--- config.mk ---
export PLATFORM = sky130hd
export DESIGN_NAME = noise_envelope_sound_chip_top
export DESIGN_NICKNAME = d
export VERILOG_FILES = /design/src/rtl/nesc_pkg.sv /design/src/rtl/noise_envelope_sound_chip_top.sv /design/src/rtl/nesc_div.sv /design/src/rtl/nesc_dp.sv /design/src/rtl/nesc_ctrl.sv
export SDC_FILE = /design/constraint.sdc
export NUM_CORES = 2
export LEC_CHECK = 0
export BUFFER_PORTS_ARGS = -buffer_cell sky130_fd_sc_hd__buf_2
export CORE_UTILIZATION = 40
export CTS_BUF_LIST = sky130_fd_sc_hd__clkbuf_2 sky130_fd_sc_hd__clkbuf_4 sky130_fd_sc_hd__clkbuf_8
export CTS_CLUSTER_DIAMETER = 150
export DETAILED_ROUTE_END_ITERATION = 16
export PLACE_DENSITY = 0.57
export SYNTH_ARGS = -nofsm -noshare
export SYNTH_HDL_FRONTEND = slang
export SYNTH_HIERARCHICAL = 1
export SYNTH_SLANG_ARGS = --single-unit
--- constraint.sdc ---
create_clock -name clk -period 8.58 [get_ports clk]
set_clock_uncertainty 0.1 [all_clocks]
set_input_delay 1.716 -clock clk [delete_from_list [all_inputs] [get_ports clk]]
set_output_delay 1.716 -clock clk [all_outputs]
set_load 0.005 [all_outputs]
--- src/rtl/nesc_pkg.sv ---
// nesc_pkg: shared constants, types and table functions of the noise envelope sound chip
// no dependencies; used by nesc_div, nesc_dp, nesc_ctrl and the top level
`default_nettype none
package nesc_pkg;

  // fixed point layout of the phase accumulators
  localparam int FRAC_BITS  = 26;
  localparam int RATE_W     = 32;
  localparam int CYC_W      = 22;
  localparam int DIVIDEND_W = 34;
  localparam int SHIFT_W    = RATE_W + 1 - FRAC_BITS;

  // envelope parts
  localparam logic [1:0] PART_OFF     = 2'd0;
  localparam logic [1:0] PART_SUSTAIN = 2'd1;
  localparam logic [1:0] PART_PAUSE   = 2'd2;
  localparam logic [1:0] PART_RELEASE = 2'd3;

  // configuration register indexes
  localparam logic [1:0] REG_TICK_SCALE = 2'd0;
  localparam logic [1:0] REG_NOISE_LOW  = 2'd1;
  localparam logic [1:0] REG_NOISE_HIGH = 2'd2;
  localparam logic [1:0] REG_DELAY_RATE = 2'd3;

  // command nibbles
  localparam logic [3:0] CMD_START_A = 4'h1;
  localparam logic [3:0] CMD_START_B = 4'h2;
  localparam logic [3:0] CMD_FETCH_A = 4'h3;
  localparam logic [3:0] CMD_FETCH_B = 4'h4;
  localparam logic [3:0] CMD_FETCH_C = 4'h6;

  // fetch targets
  localparam logic [1:0] TGT_NONE = 2'd0;
  localparam logic [1:0] TGT_A    = 2'd1;
  localparam logic [1:0] TGT_B    = 2'd2;
  localparam logic [1:0] TGT_C    = 2'd3;

  localparam logic [14:0] LFSR_INIT = 15'h0fff;
  localparam logic [CYC_W-1:0] SUSTAIN_DEFAULT_CYCLES = CYC_W'(1003);

  localparam logic [CYC_W-1:0] BIT_CYCLES [8] = '{
    CYC_W'(19936), CYC_W'(29967), CYC_W'(49444), CYC_W'(89401),
    CYC_W'(168395), CYC_W'(327471), CYC_W'(645454), CYC_W'(1280209)
  };

  localparam logic [3:0] FADE_TABLE [16][8] = '{
    '{4'd0,  4'd0,  4'd0, 4'd0, 4'd0, 4'd0, 4'd0, 4'd0},
    '{4'd1,  4'd0,  4'd0, 4'd0, 4'd0, 4'd0, 4'd0, 4'd0},
    '{4'd2,  4'd1,  4'd0, 4'd0, 4'd0, 4'd0, 4'd0, 4'd0},
    '{4'd3,  4'd2,  4'd1, 4'd0, 4'd0, 4'd0, 4'd0, 4'd0},
    '{4'd4,  4'd3,  4'd2, 4'd1, 4'd0, 4'd0, 4'd0, 4'd0},
    '{4'd5,  4'd3,  4'd2, 4'd1, 4'd0, 4'd0, 4'd0, 4'd0},
    '{4'd6,  4'd4,  4'd3, 4'd2, 4'd1, 4'd0, 4'd0, 4'd0},
    '{4'd7,  4'd5,  4'd3, 4'd2, 4'd1, 4'd0, 4'd0, 4'd0},
    '{4'd8,  4'd6,  4'd4, 4'd3, 4'd2, 4'd1, 4'd0, 4'd0},
    '{4'd9,  4'd6,  4'd4, 4'd3, 4'd2, 4'd1, 4'd0, 4'd0},
    '{4'd10, 4'd7,  4'd5, 4'd3, 4'd2, 4'd1, 4'd0, 4'd0},
    '{4'd11, 4'd7,  4'd6, 4'd4, 4'd3, 4'd2, 4'd1, 4'd0},
    '{4'd12, 4'd9,  4'd6, 4'd4, 4'd3, 4'd2, 4'd1, 4'd0},
    '{4'd13, 4'd9,  4'd6, 4'd4, 4'd3, 4'd2, 4'd1, 4'd0},
    '{4'd14, 4'd10, 4'd7, 4'd5, 4'd3, 4'd2, 4'd1, 4'd0},
    '{4'd15, 4'd11, 4'd8, 4'd6, 4'd4, 4'd3, 4'd2, 4'd1}
  };

  // commands from controller to datapath
  typedef struct packed {
    logic accept;
    logic load_out;
    logic env_adv;
    logic env_ch;
    logic div_start;
    logic step_wr;
    logic noise_adv;
    logic shift;
    logic delay_adv;
  } dp_cmd_t;

  // status from datapath to controller
  typedef struct packed {
    logic in_tick;
    logic in_start;
    logic out_free;
    logic need_div;
    logic shift_done;
    logic div_done;
  } dp_status_t;

  // chip cycles of one envelope part from its parameter byte
  function automatic logic [CYC_W-1:0] part_cycles(input logic [7:0] b, input logic sustain);
    logic [7:0] v;
    logic [CYC_W-1:0] acc;
    v = {b[3:0], b[7:4]};
    acc = '0;
    for (int j = 0; j < 8; j++) begin
      if (v[j]) acc = acc + BIT_CYCLES[j];
    end
    if (v == 8'd0) acc = sustain ? SUSTAIN_DEFAULT_CYCLES : CYC_W'(1);
    return acc;
  endfunction

  function automatic logic [3:0] fade_level(input logic [3:0] vol, input logic [2:0] idx);
    return FADE_TABLE[vol][idx];
  endfunction

endpackage
`default_nettype wire

--- src/rtl/noise_envelope_sound_chip_top.sv ---
// noise_envelope_sound_chip_top: two-channel noise sound generator, top level
// depends on nesc_pkg, nesc_ctrl, nesc_dp (and nesc_div inside it)
//
//   port group   direction  handshake            payload
//   input        in         in_valid / in_ready   operation, data_byte
//   output       out        out_valid / out_ready level_a, level_b
//   config       in         cfg_we (no wait)      cfg_index, cfg_data
//
// a plain byte write leaves the controller idle; a channel start runs the divider first
// a tick also runs the serial divider once per envelope part change
//   and then the lfsr shifts (0 to 64, one shift per cycle)
// rst is synchronous; a tick stalls before its levels load while a result still waits
`default_nettype none
module noise_envelope_sound_chip_top (
  input  wire logic        clk,
  input  wire logic        rst,
  input  wire logic        in_valid,
  output logic             in_ready,
  input  wire logic        operation,
  input  wire logic [7:0]  data_byte,
  output logic             out_valid,
  input  wire logic        out_ready,
  output logic [3:0]       level_a,
  output logic [3:0]       level_b,
  input  wire logic        cfg_we,
  input  wire logic [1:0]  cfg_index,
  input  wire logic [31:0] cfg_data
);
  import nesc_pkg::*;

  dp_cmd_t    cmd;
  dp_status_t status;

  nesc_ctrl u_ctrl (
    .clk      (clk),
    .rst      (rst),
    .in_valid (in_valid),
    .in_ready (in_ready),
    .status   (status),
    .cmd      (cmd)
  );

  nesc_dp u_dp (
    .clk       (clk),
    .rst       (rst),
    .cmd       (cmd),
    .status    (status),
    .operation (operation),
    .data_byte (data_byte),
    .out_valid (out_valid),
    .out_ready (out_ready),
    .level_a   (level_a),
    .level_b   (level_b),
    .cfg_we    (cfg_we),
    .cfg_index (cfg_index),
    .cfg_data  (cfg_data)
  );

  // a tick request occupies the block once it is taken
  a_tick_busy: assert property (@(posedge clk) disable iff (rst)
    (in_valid && in_ready && operation) |=> !in_ready)
    else $error("tick request did not occupy the block");

  // levels only load into a free output register
  a_load_free: assert property (@(posedge clk) disable iff (rst)
    cmd.load_out |-> status.out_free)
    else $error("result overwritten before taken");

  // divider cannot finish right after a start
  a_div_start: assert property (@(posedge clk) disable iff (rst)
    cmd.div_start |=> !status.div_done)
    else $error("divider finished too early");

  // datapath steps never overlap
  a_one_step: assert property (@(posedge clk) disable iff (rst)
    $onehot0({cmd.load_out, cmd.env_adv, cmd.noise_adv, cmd.shift, cmd.delay_adv,
              cmd.step_wr}))
    else $error("overlapping datapath commands");

endmodule
`default_nettype wire

--- src/rtl/nesc_div.sv ---
// nesc_div: restoring divider, one quotient bit per cycle, 32-bit saturated result
// depends on nesc_pkg
`default_nettype none
module nesc_div (
  input  wire logic                              clk,
  input  wire logic                              rst,
  input  wire logic                              start,
  input  wire logic [nesc_pkg::DIVIDEND_W-1:0]   dividend,
  input  wire logic [nesc_pkg::CYC_W-1:0]        divisor,
  output logic                                   done,
  output logic [nesc_pkg::RATE_W-1:0]            quotient
);
  import nesc_pkg::*;

  localparam int CNT_W = $clog2(DIVIDEND_W + 1);

  logic [CYC_W-1:0]      rem;
  logic [DIVIDEND_W-1:0] quo;
  logic [CNT_W-1:0]      cnt;
  logic                  busy;
  logic [CYC_W:0]        rem_sh;
  logic [CYC_W:0]        rem_sub;
  logic                  fits;

  // one restoring step
  assign rem_sh  = {rem, quo[DIVIDEND_W-1]};
  assign rem_sub = rem_sh - {1'b0, divisor};
  assign fits    = rem_sh >= {1'b0, divisor};

  always_ff @(posedge clk) begin
    if (rst) begin
      busy <= 1'b0;
      done <= 1'b0;
      cnt  <= '0;
    end else begin
      done <= 1'b0;
      if (start) begin
        busy <= 1'b1;
        cnt  <= CNT_W'(DIVIDEND_W);
      end else if (busy) begin
        cnt <= cnt - CNT_W'(1);
        if (cnt == CNT_W'(1)) begin
          busy <= 1'b0;
          done <= 1'b1;
        end
      end
    end
  end

  // payload registers
  always_ff @(posedge clk) begin
    if (start) begin
      rem <= '0;
      quo <= dividend;
    end else if (busy) begin
      rem <= fits ? rem_sub[CYC_W-1:0] : rem_sh[CYC_W-1:0];
      quo <= {quo[DIVIDEND_W-2:0], fits};
    end
  end

  // saturate to 32 bits
  assign quotient = (|quo[DIVIDEND_W-1:RATE_W]) ? '1 : quo[RATE_W-1:0];

endmodule
`default_nettype wire

--- src/rtl/nesc_dp.sv ---
// nesc_dp: datapath with configuration, parameters, envelopes, noise source and output register
// depends on nesc_pkg and nesc_div
`default_nettype none
module nesc_dp (
  input  wire logic                  clk,
  input  wire logic                  rst,
  input  wire nesc_pkg::dp_cmd_t     cmd,
  output nesc_pkg::dp_status_t       status,
  input  wire logic                  operation,
  input  wire logic [7:0]            data_byte,
  output logic                       out_valid,
  input  wire logic                  out_ready,
  output logic [3:0]                 level_a,
  output logic [3:0]                 level_b,
  input  wire logic                  cfg_we,
  input  wire logic [1:0]            cfg_index,
  input  wire logic [31:0]           cfg_data
);
  import nesc_pkg::*;

  logic [23:0]        tick_scale;
  logic [RATE_W-1:0]  noise_rate_low;
  logic [RATE_W-1:0]  noise_rate_high;
  logic [RATE_W-1:0]  delay_rate;

  logic [7:0]           params_a [4];
  logic [7:0]           params_b [4];
  logic [2:0]           fetch_left;
  logic [1:0]           fetch_target;
  logic [FRAC_BITS-1:0] env_phase [2];
  logic [RATE_W-1:0]    env_step [2];
  logic [1:0]           env_part [2];
  logic [3:0]           env_volume [2];
  logic [2:0]           release_index [2];
  logic [14:0]          lfsr;
  logic [FRAC_BITS-1:0] noise_phase;
  logic [RATE_W-1:0]    delay_phase;
  logic                 noise_a;
  logic                 noise_b;
  logic                 b_pending;
  logic                 prev_noise;
  logic [SHIFT_W-1:0]   shift_cnt;
  logic [CYC_W-1:0]     div_cycles;
  logic                 div_ch;

  logic                 div_done;
  logic [RATE_W-1:0]    div_quo;
  logic [RATE_W:0]      env_sum;
  logic                 env_carry;
  logic [7:0]           sel_p1;
  logic [7:0]           sel_p2;
  logic [7:0]           sel_p3;
  logic [RATE_W:0]      noise_sum;
  logic [RATE_W:0]      delay_sum;
  logic                 start_hit;
  logic                 start_ch;
  logic [1:0]           fetch_idx;
  logic [3:0]           lvl_a;
  logic [3:0]           lvl_b;
  logic                 out_free;

  nesc_div u_div (
    .clk      (clk),
    .rst      (rst),
    .start    (cmd.div_start),
    .dividend ({tick_scale, 10'd0}),
    .divisor  (div_cycles),
    .done     (div_done),
    .quotient (div_quo)
  );

  // command decode of the incoming byte
  assign start_hit = (fetch_left == 3'd0) &&
                     ((data_byte[7:4] == CMD_START_A) || (data_byte[7:4] == CMD_START_B));
  assign start_ch  = (data_byte[7:4] == CMD_START_B);
  assign fetch_idx = 2'(3'd4 - fetch_left);

  // envelope phase step of the selected channel
  assign env_sum   = {{(RATE_W + 1 - FRAC_BITS){1'b0}}, env_phase[cmd.env_ch]} +
                     {1'b0, env_step[cmd.env_ch]};
  assign env_carry = |env_sum[RATE_W:FRAC_BITS];
  assign sel_p1    = cmd.env_ch ? params_b[1] : params_a[1];
  assign sel_p2    = cmd.env_ch ? params_b[2] : params_a[2];
  assign sel_p3    = cmd.env_ch ? params_b[3] : params_a[3];

  // noise and delay accumulators
  assign noise_sum = {{(RATE_W + 1 - FRAC_BITS){1'b0}}, noise_phase} +
                     {1'b0, (noise_a ? noise_rate_high : noise_rate_low)};
  assign delay_sum = {1'b0, delay_phase} + {1'b0, delay_rate};

  // levels before advancing
  always_comb begin
    lvl_a = 4'd0;
    lvl_b = 4'd0;
    if (env_part[0] == PART_SUSTAIN) lvl_a = env_volume[0];
    else if (env_part[0] == PART_RELEASE) lvl_a = fade_level(env_volume[0], release_index[0]);
    if (env_part[1] == PART_SUSTAIN) lvl_b = env_volume[1];
    else if (env_part[1] == PART_RELEASE) lvl_b = fade_level(env_volume[1], release_index[1]);
    if (!noise_a) lvl_a = 4'd0;
    if (!noise_b) lvl_b = 4'd0;
  end

  assign out_free = !out_valid || out_ready;

  always_comb begin
    status.in_tick    = operation;
    status.in_start   = !operation && start_hit;
    status.out_free   = out_free;
    status.need_div   = env_carry &&
                        ((env_part[cmd.env_ch] == PART_SUSTAIN) ||
                         (env_part[cmd.env_ch] == PART_PAUSE) ||
                         ((env_part[cmd.env_ch] == PART_RELEASE) &&
                          (release_index[cmd.env_ch] != 3'd7)));
    status.shift_done = (shift_cnt == '0);
    status.div_done   = div_done;
  end

  // configuration registers
  always_ff @(posedge clk) begin
    if (rst) begin
      tick_scale      <= 24'd2739137;
      noise_rate_low  <= 32'd5165518;
      noise_rate_high <= 32'd3944974;
      delay_rate      <= 32'd13420462;
    end else if (cfg_we) begin
      unique case (cfg_index)
        REG_TICK_SCALE: tick_scale      <= cfg_data[23:0];
        REG_NOISE_LOW:  noise_rate_low  <= cfg_data;
        REG_NOISE_HIGH: noise_rate_high <= cfg_data;
        REG_DELAY_RATE: delay_rate      <= cfg_data;
        default: ;
      endcase
    end
  end

  // output register
  always_ff @(posedge clk) begin
    if (rst) begin
      out_valid <= 1'b0;
    end else if (cmd.load_out) begin
      out_valid <= 1'b1;
    end else if (out_ready) begin
      out_valid <= 1'b0;
    end
  end

  always_ff @(posedge clk) begin
    if (cmd.load_out) begin
      level_a <= lvl_a;
      level_b <= lvl_b;
    end
  end

  // parameters, fetch and envelopes
  always_ff @(posedge clk) begin
    if (rst) begin
      for (int i = 0; i < 4; i++) begin
        params_a[i] <= 8'd0;
        params_b[i] <= 8'd0;
      end
      fetch_left   <= 3'd0;
      fetch_target <= TGT_NONE;
      for (int i = 0; i < 2; i++) begin
        env_phase[i]     <= '0;
        env_step[i]      <= '0;
        env_part[i]      <= PART_OFF;
        env_volume[i]    <= 4'd0;
        release_index[i] <= 3'd0;
      end
      div_cycles <= '0;
      div_ch     <= 1'b0;
    end else begin
      if (cmd.accept && !operation) begin
        if (fetch_left != 3'd0) begin
          // parameter bytes; the bytes of fetch c are only counted
          if ((fetch_target != TGT_C) && (fetch_left <= 3'd4)) begin
            if (fetch_target == TGT_B) params_b[fetch_idx] <= data_byte;
            else params_a[fetch_idx] <= data_byte;
          end
          fetch_left <= fetch_left - 3'd1;
        end else if (start_hit) begin
          env_part[start_ch]   <= PART_SUSTAIN;
          env_phase[start_ch]  <= '0;
          env_volume[start_ch] <= start_ch ? params_b[3][7:4] : params_a[3][7:4];
          div_cycles <= part_cycles(start_ch ? params_b[0] : params_a[0], 1'b1);
          div_ch     <= start_ch;
        end else begin
          unique case (data_byte[7:4])
            CMD_FETCH_A: begin
              fetch_left   <= 3'd4;
              fetch_target <= TGT_A;
            end
            CMD_FETCH_B: begin
              fetch_left   <= 3'd4;
              fetch_target <= TGT_B;
            end
            CMD_FETCH_C: begin
              fetch_left   <= 3'd5;
              fetch_target <= TGT_C;
            end
            default: ;
          endcase
        end
      end
      if (cmd.env_adv) begin
        env_phase[cmd.env_ch] <= env_sum[FRAC_BITS-1:0];
        div_ch <= cmd.env_ch;
        if (env_carry) begin
          unique case (env_part[cmd.env_ch])
            PART_SUSTAIN: begin
              env_part[cmd.env_ch]   <= PART_PAUSE;
              env_volume[cmd.env_ch] <= 4'd0;
              div_cycles <= part_cycles(sel_p1, 1'b0);
            end
            PART_PAUSE: begin
              env_part[cmd.env_ch]      <= PART_RELEASE;
              env_volume[cmd.env_ch]    <= sel_p3[3:0];
              release_index[cmd.env_ch] <= 3'd0;
              div_cycles <= part_cycles(sel_p2, 1'b0);
            end
            PART_RELEASE: begin
              if (release_index[cmd.env_ch] != 3'd7) begin
                release_index[cmd.env_ch] <= release_index[cmd.env_ch] + 3'd1;
                div_cycles <= part_cycles(sel_p2, 1'b0);
              end else begin
                env_part[cmd.env_ch] <= PART_OFF;
              end
            end
            default: ;
          endcase
        end
      end
      if (cmd.step_wr) env_step[div_ch] <= div_quo;
    end
  end

  // noise source and channel b delay
  always_ff @(posedge clk) begin
    if (rst) begin
      lfsr        <= LFSR_INIT;
      noise_phase <= '0;
      delay_phase <= '0;
      noise_a     <= 1'b1;
      noise_b     <= 1'b0;
      b_pending   <= 1'b0;
      prev_noise  <= 1'b0;
      shift_cnt   <= '0;
    end else begin
      if (cmd.noise_adv) begin
        shift_cnt   <= noise_sum[RATE_W:FRAC_BITS];
        noise_phase <= noise_sum[FRAC_BITS-1:0];
        if (!b_pending) delay_phase <= {{(RATE_W - FRAC_BITS){1'b0}}, noise_sum[FRAC_BITS-1:0]};
      end
      if (cmd.shift) begin
        noise_a    <= lfsr[0];
        prev_noise <= lfsr[0];
        // falling edge of channel a toggles the delay arm
        if (prev_noise && !lfsr[0]) b_pending <= !b_pending;
        lfsr      <= {lfsr[0] ^ lfsr[11], lfsr[14:1]};
        shift_cnt <= shift_cnt - SHIFT_W'(1);
      end
      if (cmd.delay_adv && b_pending) begin
        delay_phase <= delay_sum[RATE_W-1:0];
        if (|delay_sum[RATE_W:FRAC_BITS]) begin
          noise_b   <= !noise_b;
          b_pending <= 1'b0;
        end
      end
    end
  end

endmodule
`default_nettype wire

--- src/rtl/nesc_ctrl.sv ---
// nesc_ctrl: controller that sequences writes and sample ticks through the datapath
// depends on nesc_pkg
`default_nettype none
module nesc_ctrl (
  input  wire logic                  clk,
  input  wire logic                  rst,
  input  wire logic                  in_valid,
  output logic                       in_ready,
  input  wire nesc_pkg::dp_status_t  status,
  output nesc_pkg::dp_cmd_t          cmd
);
  import nesc_pkg::*;

  localparam logic [2:0] S_IDLE  = 3'd0;
  localparam logic [2:0] S_OUT   = 3'd1;
  localparam logic [2:0] S_ENV   = 3'd2;
  localparam logic [2:0] S_DIVL  = 3'd3;
  localparam logic [2:0] S_DIVW  = 3'd4;
  localparam logic [2:0] S_NOISE = 3'd5;
  localparam logic [2:0] S_SHIFT = 3'd6;
  localparam logic [2:0] S_DELAY = 3'd7;

  logic [2:0] state;
  logic [2:0] state_next;
  logic       ch;
  logic       ch_next;
  logic       tick;
  logic       tick_next;

  assign in_ready = (state == S_IDLE);

  always_comb begin
    state_next = state;
    ch_next    = ch;
    tick_next  = tick;
    cmd        = '0;
    cmd.env_ch = ch;
    unique case (state)
      S_IDLE: begin
        cmd.accept = in_valid;
        if (in_valid) begin
          if (status.in_tick) begin
            state_next = S_OUT;
            tick_next  = 1'b1;
          end else if (status.in_start) begin
            state_next = S_DIVL;
            tick_next  = 1'b0;
          end
        end
      end
      S_OUT: begin
        if (status.out_free) begin
          cmd.load_out = 1'b1;
          ch_next      = 1'b0;
          state_next   = S_ENV;
        end
      end
      S_ENV: begin
        cmd.env_adv = 1'b1;
        if (status.need_div) state_next = S_DIVL;
        else if (!ch) ch_next = 1'b1;
        else state_next = S_NOISE;
      end
      S_DIVL: begin
        cmd.div_start = 1'b1;
        state_next    = S_DIVW;
      end
      S_DIVW: begin
        if (status.div_done) begin
          cmd.step_wr = 1'b1;
          if (!tick) state_next = S_IDLE;
          else if (!ch) begin
            ch_next    = 1'b1;
            state_next = S_ENV;
          end else state_next = S_NOISE;
        end
      end
      S_NOISE: begin
        cmd.noise_adv = 1'b1;
        state_next    = S_SHIFT;
      end
      S_SHIFT: begin
        if (status.shift_done) state_next = S_DELAY;
        else cmd.shift = 1'b1;
      end
      S_DELAY: begin
        cmd.delay_adv = 1'b1;
        state_next    = S_IDLE;
      end
      default: state_next = S_IDLE;
    endcase
  end

  always_ff @(posedge clk) begin
    if (rst) begin
      state <= S_IDLE;
      ch    <= 1'b0;
      tick  <= 1'b0;
    end else begin
      state <= state_next;
      ch    <= ch_next;
      tick  <= tick_next;
    end
  end

endmodule
`default_nettype wire
==> results.yml <==
outcome:
  status: "complete, no violations"
detailed_routing:
  drt_iter0_markers: 2429
  firstDrtPassIters: 6
  drc: 0
  routedWlPerCell_microns: 18.12
  vias_per_cell: 5.632
  routed_wirelength_microns: 100200
  antenna_left: 0
  vias: 31140
synthesis:
  synthCells: 4287
  synth_edf_count: 240
  synth_seq_cells: 508
  yosys-top-cells-area: "edfxtp_1 20%, dfxtp_1 15%, ha_1 5.8%"
  yosysSeqAreaShare_pct: 34.17
  yosysWarnings: 6
  ys.flop_type: "dfxtp_1"
  synth_async_sr_flop_share_pct: 0
  synth_top_cell_area_share_pct: 19.59
  synth.distinct_cells: 119
  avgSynthCellArea_sq_um: 8.583
  synth_area_leader_cell: "edfxtp_1"
  netlist_area_sq_um: 36800
critical_path:
  crit_chain: "buf_2 -> or4b_1 -> nand2_1 -> nand2_1 -> ha_1 -> nor2_1 -> mux2_2 -> or2_2 -> ha_1 -> nand2_1 -> nand2_1 -> xnor2_1 -> nor2_1 -> a21oi_2 -> nor4_1 -> xnor2_1 -> a21boi_2 -> nor3_1 -> xor2_1 -> nor3_1 -> a2111oi_0 -> a221oi_1 -> o221ai_1"
  cp.required_ps: 9080
  critPathKind: "in -> reg"
  ff2ff_setup_slack_ps: 1220
  critPathCaptureType: "flip-flop"
  rr_worst_depth: 23
  cp.arrival_ps: 8240
  crit_top_cell: "nand2_1"
  r2r-end: "u_dp/div_cycles[20]"
  critPathTopFamily: "simple AND/OR/NAND/NOR gates"
  timing.rr.start: "u_ctrl/ch"
  startpoint_type: "input pin"
  max_stage_delay_ps: 580
  cp.buffers_inverters: 1
  worst_path_max_delay_cell: "a2111oi_0"
  critPathMaxFanout: 13
placed_design:
  hpwl_microns: 71290
  dpl.cell_count: 5366
  finalWeightedCongestion: 0.8930
  place_ws_ps: 366.3
  io_buffers: 57
floorplan:
  die_w_microns: 305.3
  design.portCount: 58
  fp.dieH_microns: 305.3
  coreArea_sq_um: 90560
  floorplan.initialDensity_pct: 40.63
  num_rows: 110
  dieArea_sq_um: 93210
clock_network:
  hold_buffers: 0
  numCtsBuffers: 89
  clk_path_buf_depth: 3
  clock_latency_ps: 730
  htreeDepth: 3
  post_cts_buffers: 0
  clk_pin_slew_ps: 60
  cts_sinks: 508
  cts_tree: "done"
  cts_root_buffer: "clkbuf_8"
  ctsResizeCount: 0
pwr:
  combPwrFrac_pct: 46.5
  clkPwrFrac_pct: 24.3
  p_int_mw: 5.956
  ir_drop_uv: 121.4
  leakagePower_nw: 15.07
  finalPower_mw: 10.09
  power_density_nw_per_um2: 251.4
  swShare_pct: 40.98
  power_frac_seq_pct: 29.2
  p_switching_mw: 4.135
cells_and_area:
  fillers: 8999
  ff_latch_area_sq_um: 12580
  fin_nets: 4506
  syn_to_final_growth_pct: 9.086
  drive_above_1_share_pct: 11.61
  fin_cells: 5529
  multi_input_area_sq_um: 22930
timing:
  rsz0062_at_grt: "false"
  holdWs_ps: 351.2
  min_period_ps: 7743
  max_clock_freq_ghz: 0.1292
  relSlewSlack_pct: 21.61
  slew_violations: 0
  finalSetupViolCount: 0
  finalCritPeriodShare_pct: 90.24
  timing.setup.tns_ps: 0
  hold_viol: 0
  layout_setup_ws_ps: 837.1
  worstMarginPinSlew_ps: 1164
job:
  maxCapViolations: 0
global_routing:
  grt_pass1_wl_microns: 160600
  antenna_found_initial: 6
  grt_max_degree: 83
  overflow: 0
  grt_pass1_vias: 29760
  globalRouteTotalUtil_pct: 21.01
hold_path:
  hold_depth: 2
  min_to: "u_dp/tick_scale[23]"
  worstHoldStart: "u_dp/tick_scale[23]"
  hold_path.class: "reg -> reg"
[Yosys cell counts (all sizes together), types with 14 or more instances]
master	number
o211ai	46
and2	159
o21ai	170
edfxtp	240
a31oi	28
o221ai	16
a21boi	15
o22ai	32
nor4	28
and3	50
or3	63
nor3	98
a211o	14
dfxtp	268
mux2	145
nand4	27
ha	171
xnor2	180
a311oi	15
nor2b	38
nand2b	55
nand3	129
nor3b	24
a2111oi	18
a21oi	301
a22oi	26
a221oi	16
nor2	352
o311ai	17
xor2	126
a211oi	76
o21a	19
inv	139
buf	46
mux2i	129
o31ai	28
or2	31
a21o	43
clkbuf	165
nand2	553
[sequential cells by signal (all words and copies together) (netlist names), 4 cells and up]
| signal | count |
|---|---|
| u_dp/env_step | 64 |
| u_dp/env_phase | 52 |
| u_dp/u_div/quo | 34 |
| u_dp/delay_phase | 32 |
| u_dp/delay_rate | 32 |
| u_dp/noise_rate_high | 32 |
| u_dp/noise_rate_low | 32 |
| u_dp/params_a | 32 |
| u_dp/params_b | 32 |
| u_dp/noise_phase | 26 |
| u_dp/tick_scale | 24 |
| u_dp/div_cycles | 22 |
| u_dp/u_div/rem | 22 |
| u_dp/lfsr | 15 |
| u_dp/env_volume | 8 |
| u_dp/shift_cnt | 7 |
| u_dp/release_index | 6 |
| u_dp/u_div/cnt | 6 |
| u_dp/env_part | 4 |
| u_dp/level_a | 4 |
| u_dp/level_b | 4 |
[stage by stage]
step                      util, %  area, sq um
after floorplan                 -        36830
after global placement      42.15        38170
after detailed placement    42.15        38170
after CTS                   44.31        40130
after global routing        44.32        40140
final                       44.32        40140
[cell usage in the layout, fill, tap and decap left out, types with 48 or more instances in the layout]
master	n
a211oi_1	71
a21oi_1	299
and2_1	157
and3_1	48
buf_2	56
clkbuf_8	103
dfxtp_1	266
edfxtp_1	240
ha_1	171
inv_1	135
mux2_2	141
mux2i_1	125
nand2_1	551
nand2b_1	55
nand3_1	128
nor2_1	350
nor3_1	94
o21ai_0	162
or3_1	63
xnor2_1	176
xor2_1	125
[cells by family after synthesis]
logic type	count (synthesis)	share of synthesized area [%]
AO/OA/AOI/OAI	1007	18.42
buffers and inverters	351	3.757
AND/OR/NAND/NOR	1660	21.88
XOR/XNOR	309	7.573
adder cells (fa/ha/maj)	177	6.141
other	1	0.01019
multiplexers	274	8.055
flip-flops	508	34.17
[how the worst max path moves through the flow]
| stage | startpoint | endpoint | slack [ps] | cells after the start |
|---|---|---|---|---|
| 6_report | data_byte[7] | u_dp/div_cycles[18] | 840 | 23 |
| 5_1_grt | data_byte[7] | u_dp/div_cycles[19] | 450 | 25 |
| 4_1_cts | data_byte[7] | u_dp/div_cycles[19] | 1060 | 25 |
| 3_5_place_dp | data_byte[7] | u_dp/div_cycles[19] | 370 | 25 |
| 3_3_place_gp | data_byte[7] | u_dp/div_cycles[19] | 400 | 24 |
| 2_1_floorplan | data_byte[4] | u_dp/div_cycles[19] | 840 | 25 |
[power by group through the flow]
stage	sequential, mW	clock, mW	combinational [mW]
after floorplan	2.91	0	3.63
after global placement	2.99	0	4.59
after detailed placement	3.00	0	4.59
after CTS	2.95	2.53	4.62
after global routing	2.98	2.62	5.15
final	2.95	2.45	4.69
[tightest hold or removal path: cells and delay by family (launching register included)]
family          cells  cell delay, ps
flops               1             300
simple gates        1              50
compound gates      1              50
[layer usage]
| layer | track usage (%) | vias to the layer above | routed length [microns] | share of wire, % |
|---|---|---|---|---|
| li1 | - | 15530 | - | - |
| met1 | 30.20 | 14680 | 48840 | 49 |
| met2 | 32.64 | 777 | 43650 | 44 |
| met3 | 2.641 | 147 | 5349 | 5.3 |
| met4 | 6.451 | 0 | 2321 | 2.3 |
| met5 | 0 | - | 0 | 0 |
[layout make-up]
type | instances | area share, %
sequential | 508 | 31.33
antenna | 3 | 0.01870
timing repair buffer | 105 | 1.655
tap | 1176 | 3.666
multi-input combinational | 3437 | 57.13
clock inverter | 36 | 0.9538
clock buffer | 124 | 3.924
inverter | 140 | 1.322
Note: power is estimated with default switching activity, not from simulation.
